===== config.mk =====
export PLATFORM = sky130hd
export DESIGN_NAME = vtp_queue
export DESIGN_NICKNAME = d
export VERILOG_FILES = /design/src/sv/vtp_pkg.sv /design/src/sv/vtp_queue.sv
export SDC_FILE = /design/constraint.sdc
export NUM_CORES = 1
export LEC_CHECK = 0
export BUFFER_PORTS_ARGS = -buffer_cell sky130_fd_sc_hd__buf_2
export CAP_MARGIN = 20
export CORE_AREA = 2 2 159 161
export DETAILED_ROUTE_END_ITERATION = 12
export DIE_AREA = 0 0 161 163
export GPL_TIMING_DRIVEN = 0
export PLACE_DENSITY = 0.82
export SLEW_MARGIN = 20
export SYNTH_ARGS = -nofsm -noshare
export SYNTH_HDL_FRONTEND = slang
export SYNTH_SLANG_ARGS = --single-unit

===== constraint.sdc =====
create_clock -name clk -period 6.1 [get_ports clk]
set_input_delay 0 -clock clk [delete_from_list [all_inputs] [get_ports clk]]
set_output_delay 0 -clock clk [all_outputs]
set_load 0.1 [all_outputs]

===== src/sv/vtp_pkg.sv =====
// vtp_pkg: shared constants and types for the vertex transform and projection block.
// Used by every module of the block; depends on nothing.
package vtp_pkg;

  // Fixed-point format of the matrix coefficients
  localparam int FRAC_BITS  = 14;
  localparam int PRE_SHIFT  = 2;
  localparam int FRAC_SHIFT = FRAC_BITS - PRE_SHIFT;

  // Field widths
  localparam int POS_W   = 16;
  localparam int COORD_W = 32;
  localparam int COEF_W  = 32 - PRE_SHIFT;
  localparam int PROD_W  = POS_W + COEF_W;
  localparam int DIST_W  = 16;
  localparam int NUM_W   = COORD_W + DIST_W;

  // Divider: one quotient bit per stage
  localparam int DIV_STEPS = COORD_W;

  // Queue between front and back
  localparam int QDEPTH = 4;
  localparam int QPTR_W = $clog2(QDEPTH);
  localparam int QCNT_W = $clog2(QDEPTH + 1);

  // Configuration port
  localparam int CFG_ADDR_W = 6;
  localparam int CFG_DATA_W = 64;
  localparam int CFG_IDX_W  = 3;

  localparam logic [CFG_IDX_W-1:0] REG_ROW0_AB      = 3'd0;
  localparam logic [CFG_IDX_W-1:0] REG_ROW0_CT      = 3'd1;
  localparam logic [CFG_IDX_W-1:0] REG_ROW1_AB      = 3'd2;
  localparam logic [CFG_IDX_W-1:0] REG_ROW1_CT      = 3'd3;
  localparam logic [CFG_IDX_W-1:0] REG_ROW2_AB      = 3'd4;
  localparam logic [CFG_IDX_W-1:0] REG_ROW2_CT      = 3'd5;
  localparam logic [CFG_IDX_W-1:0] REG_VIEW_DIST    = 3'd6;
  localparam logic [CFG_IDX_W-1:0] REG_VIEW_CENTRE  = 3'd7;

  localparam logic [31:0] VIEW_DIST_RESET = 32'h0001_0001;

  typedef struct packed {
    logic [2:0][63:0] ab;
    logic [2:0][63:0] ct;
  } xform_cfg_t;

  typedef struct packed {
    logic [31:0] distance;
    logic [31:0] centre;
  } proj_cfg_t;

  // One transformed vertex as it waits between front and back
  typedef struct packed {
    logic [COORD_W-1:0] vx;
    logic [COORD_W-1:0] vy;
    logic [COORD_W-1:0] vz;
    logic               le0;  // depth at or behind the eye plane: project
  } view_item_t;

  // Per-lane side data that rides along with a division
  typedef struct packed {
    logic               neg;
    logic [COORD_W-1:0] coord;
  } div_tag_t;

endpackage


===== src/sv/vtp_queue.sv =====
// vtp_queue: short register queue of transformed vertices between front and back.
// Depends on vtp_pkg.
module vtp_queue (
  input  logic                 clk,
  input  logic                 rst_n,
  input  logic                 push_en,
  input  vtp_pkg::view_item_t  push_data,
  output logic                 full,
  input  logic                 pop_en,
  output vtp_pkg::view_item_t  head,
  output logic                 empty
);
  import vtp_pkg::*;

  view_item_t          slot_r [QDEPTH];
  logic [QPTR_W-1:0]   wr_ptr_r;
  logic [QPTR_W-1:0]   rd_ptr_r;
  logic [QCNT_W-1:0]   count_r;

  assign full  = (count_r == QCNT_W'(QDEPTH));
  assign empty = (count_r == '0);
  assign head  = slot_r[rd_ptr_r];

  always_ff @(posedge clk) begin
    if (!rst_n) begin
      wr_ptr_r <= '0;
      rd_ptr_r <= '0;
      count_r  <= '0;
    end else begin
      if (push_en) begin
        wr_ptr_r <= QPTR_W'(wr_ptr_r + 1'b1);
      end
      if (pop_en) begin
        rd_ptr_r <= QPTR_W'(rd_ptr_r + 1'b1);
      end
      if (push_en && !pop_en) begin
        count_r <= QCNT_W'(count_r + 1'b1);
      end else if (pop_en && !push_en) begin
        count_r <= QCNT_W'(count_r - 1'b1);
      end
    end
  end

  always_ff @(posedge clk) begin
    if (push_en) begin
      slot_r[wr_ptr_r] <= push_data;
    end
  end

endmodule


; Yosys cells after proc, flatten, opt, wreduce, memory -nomap -nowiden
; Memory sizes are Yosys's and may differ from the RTL's. A register that Yosys moved wholly into a read port is not among the register bits.
; Index checks and enable logic that the tools add are counted.
[totals]
regBits = 7
ramBits = 388
inputBits = 101
output_inout_bits = 99
word_cells = 21
n_memories = 1
[mem_list]
columns = name, words, word_bits, read_ports, rd_clocked_by_memory_dff, wr, line
row1 = slot_r, 4, 97, 1, 1, 1, vtp_queue.sv:15  ; view_item_t slot_r [QDEPTH];
[op_classes]
n_addsub = 4
n_eq_ne = 1
n_mux = 6
n_reduce_logical = 6
[ops]
columns = operator, n
row1 = 2-to-1 mux 3 bit, 2
row2 = adder 2 x 1 -> 2 bit (second input constant), 2
row3 = 2-to-1 mux 2 bit, 2
row4 = adder 3 x 1 -> 3 bit (second input constant), 1
row5 = == test 3 bit (second input constant), 1
row6 = zero test 3 bit, 1
row7 = subtractor 3 x 1 -> 3 bit (second input constant), 1
row8 = logical AND 1 bit, 2
row9 = zero test 1 bit, 2
row10 = 2-to-1 mux 1 bit, 2
row11 = nonzero test 2 bit, 1

; Logic depth before layout (Yosys ltp)
; Gate-level depths: netlist of run 1.
[depth]
word_depth = 4
depth_mapped = 7
mapped_depth_nobuf = 7

; Worst setup path after synthesis of run 1
; Ideal clock, no wire load.
[synth_path]
path_kind = reg-to-reg
from = register wr_ptr_r[0]
to = memory slot_r[0][0] (netlist bit), enable pin
setup_ps = 466
arrival_ps = 2785
path_slack_ps = 2849
path_stages_with_launch = 4
path_buffers = 0
period_less_slack_ps = 3251
path_cell_list = dfxtp_1 -> inv_1 -> ha_1 -> and2_1
[synth_lines]
columns = item, line
row1 = start: declaration, vtp_queue.sv:16  ; logic [QPTR_W-1:0] wr_ptr_r;
row2 = start signal: assignment, vtp_queue.sv:31  ; wr_ptr_r <= QPTR_W'(wr_ptr_r + 1'b1);
row3 = end: declaration, vtp_queue.sv:15
; Straight into the memory's write port.

==> results.json, run 1 <==
{
  "syn_inst": 550,
  "drive_gt1_frac": 0.402,
  "startpoint_type": "flop",
  "cpLargestDelayFamily": "buffers and inverters",
  "dr.first_iter.drc_count": 484,
  "totalWireLength_microns": 28900,
  "synth.largest_area_cell": "edfxtp_1",
  "setup_viol": 0,
  "nFillCells": 1393,
  "r2r-end": "slot_r[2][81]",
  "cts_max_path_buffers": 3,
  "yosys-top-cells-count": "edfxtp_1 (388), mux4_2 (97), buf_2 (11)",
  "r2r_setup_slack_ns": 4.23,
  "fp-row-count": 58,
  "rsz0062_at_grt": "false",
  "clock_latency_ns": 0.51,
  "nets": 1007,
  "die_x_microns": 161,
  "crit_type": "flop to output port",
  "synthFlopType": "edfxtp_1",
  "port_buffers": 199,
  "relSlewSlack": 0.512,
  "cap_violations": 0,
  "syn_to_final_growth_pct": 26.5,
  "remaining_drc_errors": 0,
  "yosys.cell_count.top_type": "edfxtp_1",
  "endpoint_kind": "output port",
  "met2_length_microns": 15500,
  "p_leak_nw": 6.28,
  "grt_start_max_net_pins": 44,
  "skew_ns": 0.0104,
  "min_to": "slot_r[2][6]",
  "clock_sinks": 397,
  "required_ns": 6.10,
  "grt_usage": 0.222,
  "vias": 7106,
  "place_congestion": 0.726,
  "overflow": 0,
  "postRouteAntennaNets": 0,
  "hold_violations": 0,
  "slew_violations": 0,
  "post_drt_via_cell_ratio": 5.66,
  "dr_wl_met3_microns": 1800,
  "cts_made_buffers": 40,
  "grt_pass1_wl_microns": 43500,
  "routedWlPerCell_microns": 23.0,
  "synth-seq-cells": 397,
  "cts_tree": "yes",
  "io_pins": 200,
  "fmax_ghz": 0.411,
  "status": "completed",
  "ys.warnings.count": 0,
  "r2r_cells": 5,
  "cp.buffers_inverters": 3,
  "min_period_ns": 2.43,
  "antenna_found_initial": 0,
  "cp_cell_sequence": "buf_2, clkbuf_1, mux4_2, buf_2",
  "synth.yosys.seq_area_share": 0.820,
  "synth_nets": 657,
  "ys_top_cells_by_area": "edfxtp_1 (81%), mux4_2 (15%), dfxtp_1 (1.2%)",
  "synthDistinctLibCells": 21,
  "synth_area_sq_um": 14400,
  "path_depth": 4,
  "place.detailed.hpwl_microns": 17000,
  "power_density_nw_per_um2": 369,
  "routed.top_layer": "met4",
  "clk_pin_slew_ns": 0.06,
  "hold_path.startpoint": "push_data[6]",
  "synth_edf_count": 388,
  "h-tree-depth": 2,
  "grt_pass1_vias": 7822,
  "finalCritPeriodShare": 0.399,
  "root_buffer": "clkbuf_16",
  "synth_top_cell_area_share": 0.807,
  "cpMostUsedCell": "buf_2",
  "hold_slack_ns": 0.239,
  "critPathMaxFanout": 10,
  "r2r-start": "wr_ptr_r[0]",
  "hold_path.class": "input port to flop",
  "start_util": 0.585,
  "fin_tns_setup_ns": 0,
  "die_area_sq_um": 26200,
  "min_path_cells": 2,
  "vdd_drop_max_v": 0.000387,
  "dr.pass1.iters": 4,
  "syn_avg_cell_area_sq_um": 26.2,
  "cp_slowest_stage_delay_ns": 0.59,
  "slowest_stage": "clkbuf_1",
  "ys_async_sr_fraction": 0,
  "n_antenna_cell": 0,
  "cts_resized": 0,
  "coreArea_sq_um": 24700,
  "tightest_slew_ns": 0.732,
  "crit_arrival_ns": 2.43,
  "drt-met1-wl_microns": 10700,
  "die_h_microns": 163
}
-- flip-flops by register name, summed over array words and instances (netlist names), named ones only --
signal,flops
count_r,3
rd_ptr_r,2
slot_r,388
wr_ptr_r,2
-- where the power goes --
| part | internal [mW] | leakage, nW | total (mW) | switching [mW] |
|---|---|---|---|---|
| registers | 3.13 | 3.64 | 3.17 | 0.0379 |
| logic | 0.321 | 2.06 | 1.36 | 1.03 |
| clock network | 1.30 | 0.580 | 2.22 | 0.914 |
| total | 4.76 | 6.28 | 6.74 | 1.99 |
-- cells by family after synthesis --
family	synth area share
compound gates	0.000867
xor+xnor	0.00304
fa+ha+maj	0.00572
buf+inv	0.0114
flops	0.820
mux	0.153
simple gates	0.00633
-- worst reg2reg max path: cells and delay by family, from the launching register on --
family        cells  cell delay (ns)
buf+inv           3             0.68
flops             1             0.35
simple gates      1             0.33
fa+ha+maj         1             0.16
-- cell type report --
type                    instances  area, sq um  share of cell area
flip-flops and latches        397        11800               0.648
multi-input cells             127         2440               0.134
repair buffers                308         2220               0.122
clock buffers                  48         1050              0.0576
well taps                     330          413              0.0226
plain buffers                  22          149             0.00815
clock inverters                19          134             0.00733
inverters                       4         15.0            0.000822
-- metrics by stage --
stage | total power [mW] | util | area, sq um | setup WS [ns] | std cells
after floorplan | 4.28 | - | 14400 | 2.85 | 550
after global placement | 4.49 | 0.642 | 15800 | 1.41 | 1079
after detailed placement | 4.53 | 0.651 | 16100 | 4.17 | 1087
after CTS | 6.78 | 0.740 | 18300 | 3.60 | 1255
after global routing | 6.94 | 0.740 | 18300 | 3.53 | 1255
final | 6.74 | 0.740 | 18300 | 3.67 | 1255
-- worst max-delay path by stage --
stage / startpoint / end
2_1_floorplan: wr_ptr_r[0] / slot_r[0][0]
3_3_place_gp: wr_ptr_r[0] / slot_r[0][75]
3_5_place_dp: flop / head[22]
4_1_cts: flop / head[21]
5_1_grt: flop / head[17]
6_report: flop / head[21]
-- what timing repair did --
| action | CTS | global route |
|---|---|---|
| buffers inserted | 0 | 0 |
| endpoints found under the setup margin | 0 | 0 |
| hold endpoints to repair | 397 | 0 |
| hold buffers | 101 | 0 |
-- layout by cell type (no fill, tap or decap) --
cell / instances
edfxtp_1: 388
buf_2: 210
dlygate4sd3_1: 101
mux4_2: 97
clkbuf_16: 41
clkbuf_1: 13
clkinv_1: 12
dfxtp_1: 9
buf_16: 7
and2_1: 5
ha_1: 5
inv_1: 4
buf_8: 4
and2_4: 4
clkinv_2: 4
xor2_1: 3
xnor2_1: 2
mux2i_1: 2
nor2b_1: 2
bufinv_16: 2
buf_6: 1
nor3_1: 1
nor3b_1: 1
nand2_1: 1
o21ai_0: 1
or3_1: 1
a21boi_0: 1
fa_1: 1
clkinv_4: 1
buf_12: 1
-- routing by layer --
layer,vias up,GRT usage
met2,296,0.401
li1,3075,-
met5,-,0
met3,64,0.0456
met1,3671,0.267
met4,0,0.0804
(Power assumes the default switching activity.)
==> inputs of run 2 (changes only) <==
- CORE_AREA: 2 2 159 161 -> 2 2 172 174
- DIE_AREA: 0 0 161 163 -> 0 0 174 176
- PLACE_DENSITY: 0.82 -> 0.74
- clock period: 6.1 -> 2.16 ns (I/O delays scaled with it)
==> run 2 against run 1 <==
  * Clock power grew to 3.0 times the previous value
  * Design area is 3.2% higher
  * Utilization is 8.0 points lower
  * Clock-buffer cell count up 8
  * Flip-flop and latch count unchanged
==> results.json, run 2 (synthesis results as in run 1) <==
{
  "die_x_microns": 174,
  "grt_start_max_net_pins": 47,
  "relSlewSlack": 0.652,
  "root_buffer": "clkbuf_16",
  "cts_made_buffers": 41,
  "fp-row-count": 62,
  "min_period_ns": 2.09,
  "clk_pin_slew_ns": 0.06,
  "reg_top3": "slot_r: 388 flops, count_r: 3 flops",
  "dr.pass1.iters": 6,
  "nets": 1013,
  "seq_area_sq_um": 11800,
  "slew_violations": 0,
  "critPathMaxFanout": 10,
  "r2r-end": "slot_r[3][74]",
  "cts_max_path_buffers": 3,
  "start_util": 0.505,
  "h-tree-depth": 2,
  "crit_type": "flop to output port",
  "clock_latency_ns": 0.51,
  "multi_input_area_sq_um": 2450,
  "place_congestion": 0.665,
  "r2r-start": "wr_ptr_r[0]",
  "remaining_drc_errors": 0,
  "postRouteAntennaNets": 0,
  "overflow": 0,
  "power_density_nw_per_um2": 1040,
  "place.detailed.hpwl_microns": 16100,
  "finalCritPeriodShare": 0.967,
  "syn_to_final_growth_pct": 30.6,
  "status": "completed",
  "final_common_cell": "edfxtp_1",
  "drive_gt1_frac": 0.419,
  "grt_pass1_wl_microns": 43500,
  "rsz0062_at_grt": "true",
  "r2r_setup_slack_ns": 0.22,
  "post_drt_via_cell_ratio": 5.29,
  "io_pins": 200,
  "r2r_cells": 4,
  "die_area_sq_um": 30600,
  "hold_violations": 0,
  "hold_slack_ns": 0.240,
  "grt_usage": 0.188,
  "die_h_microns": 176,
  "skew_ns": 0.0103,
  "cts_tree": "yes",
  "setup_viol": 0,
  "tightest_slew_ns": 0.525,
  "vias": 6980,
  "port_buffers": 199,
  "hold_path.class": "input port to flop",
  "p_leak_nw": 6.49,
  "crit_arrival_ns": 2.09,
  "vdd_drop_max_v": 0.000887,
  "largest_reg_flops": 388,
  "clock_sinks": 397,
  "cap_violations": 0,
  "largest_register": "slot_r",
  "startpoint_type": "flop",
  "routedWlPerCell_microns": 21.7,
  "coreArea_sq_um": 28500,
  "nFillCells": 1855,
  "critPathCapture": "head[56]",
  "antenna_found_initial": 2,
  "totalWireLength_microns": 28600,
  "final_cell_mix": "edfxtp_1 (388), buf_2 (116), dlygate4sd3_1 (100)",
  "required_ns": 2.16,
  "grt_pass1_vias": 7527,
  "dr.first_iter.drc_count": 471,
  "finalPower_mw": 19.7,
  "fmax_ghz": 0.479,
  "endpoint_kind": "output port"
}
run 2: per-stage QoR:
step / setup WS (ns) / util / instances / TNS [ns] / area, sq um
2_1_floorplan: 0.478 / - / 550 / 0 / 14500
3_3_place_gp: -0.0535 / 0.558 / 1133 / -14.21 / 15900
3_5_place_dp: 0.133 / 0.565 / 1141 / 0 / 16100
4_1_cts: 0.000370 / 0.655 / 1316 / 0 / 18700
5_1_grt: -0.0239 / 0.660 / 1320 / -0.245 / 18800
6_report: 0.0723 / 0.660 / 1320 / 0 / 18800
run 2: layout make-up:
cell class | count | area share
diodes | 2 | 0.000266
plain buffers | 22 | 0.0112
clock buffers | 56 | 0.0595
clock inverters | 15 | 0.00757
inverters | 4 | 0.000797
multi-input cells | 127 | 0.130
flip-flops and latches | 397 | 0.628
well taps | 384 | 0.0255
repair buffers | 313 | 0.137
run 2: power by group:
part	total, mW	internal [mW]	leakage (nW)	switching (mW)
Sequential	8.94	8.85	3.64	0.0934
Combinational	4.10	1.14	2.23	2.96
Clock	6.65	3.97	0.619	2.68
Total	19.7	14.0	6.49	5.73
run 2: routing by layer:
layer / up-vias / share of wire / global-route usage
met4: 0 / 0.024 / 0.0557
li1: 3081 / - / -
met1: 3593 / 0.40 / 0.245
met5: - / 0 / 0
met2: 245 / 0.51 / 0.315
met3: 61 / 0.066 / 0.0502
run 2: worst min path at each step:
stage | from | end | cells after the start
5_1_grt | push_data[34] | slot_r[1][34] | 2
3_5_place_dp | push_data[46] | slot_r[1][46] | 1
6_report | push_data[85] | slot_r[2][85] | 2
4_1_cts | push_data[11] | slot_r[3][11] | 2
3_3_place_gp | push_data[40] | slot_r[2][40] | 1
2_1_floorplan | push_data[0] | slot_r[0][0] | 0
run 2: timing repair:
item | CTS | global route
resized for setup | 104 | 36
endpoints found under the hold margin | 397 | 0
hold buffers | 100 | 0
endpoints found under the setup margin | 90 | 59
cloned | 0 | 1
setup buffers | 4 | 1
run 2: critical path, cell delays in order (launching register included):
cell and delay (ns):
dfxtp_2 0.32, buf_6 0.17, buf_12 0.17, buf_12 0.14
mux4_2 0.55, buf_6 0.22
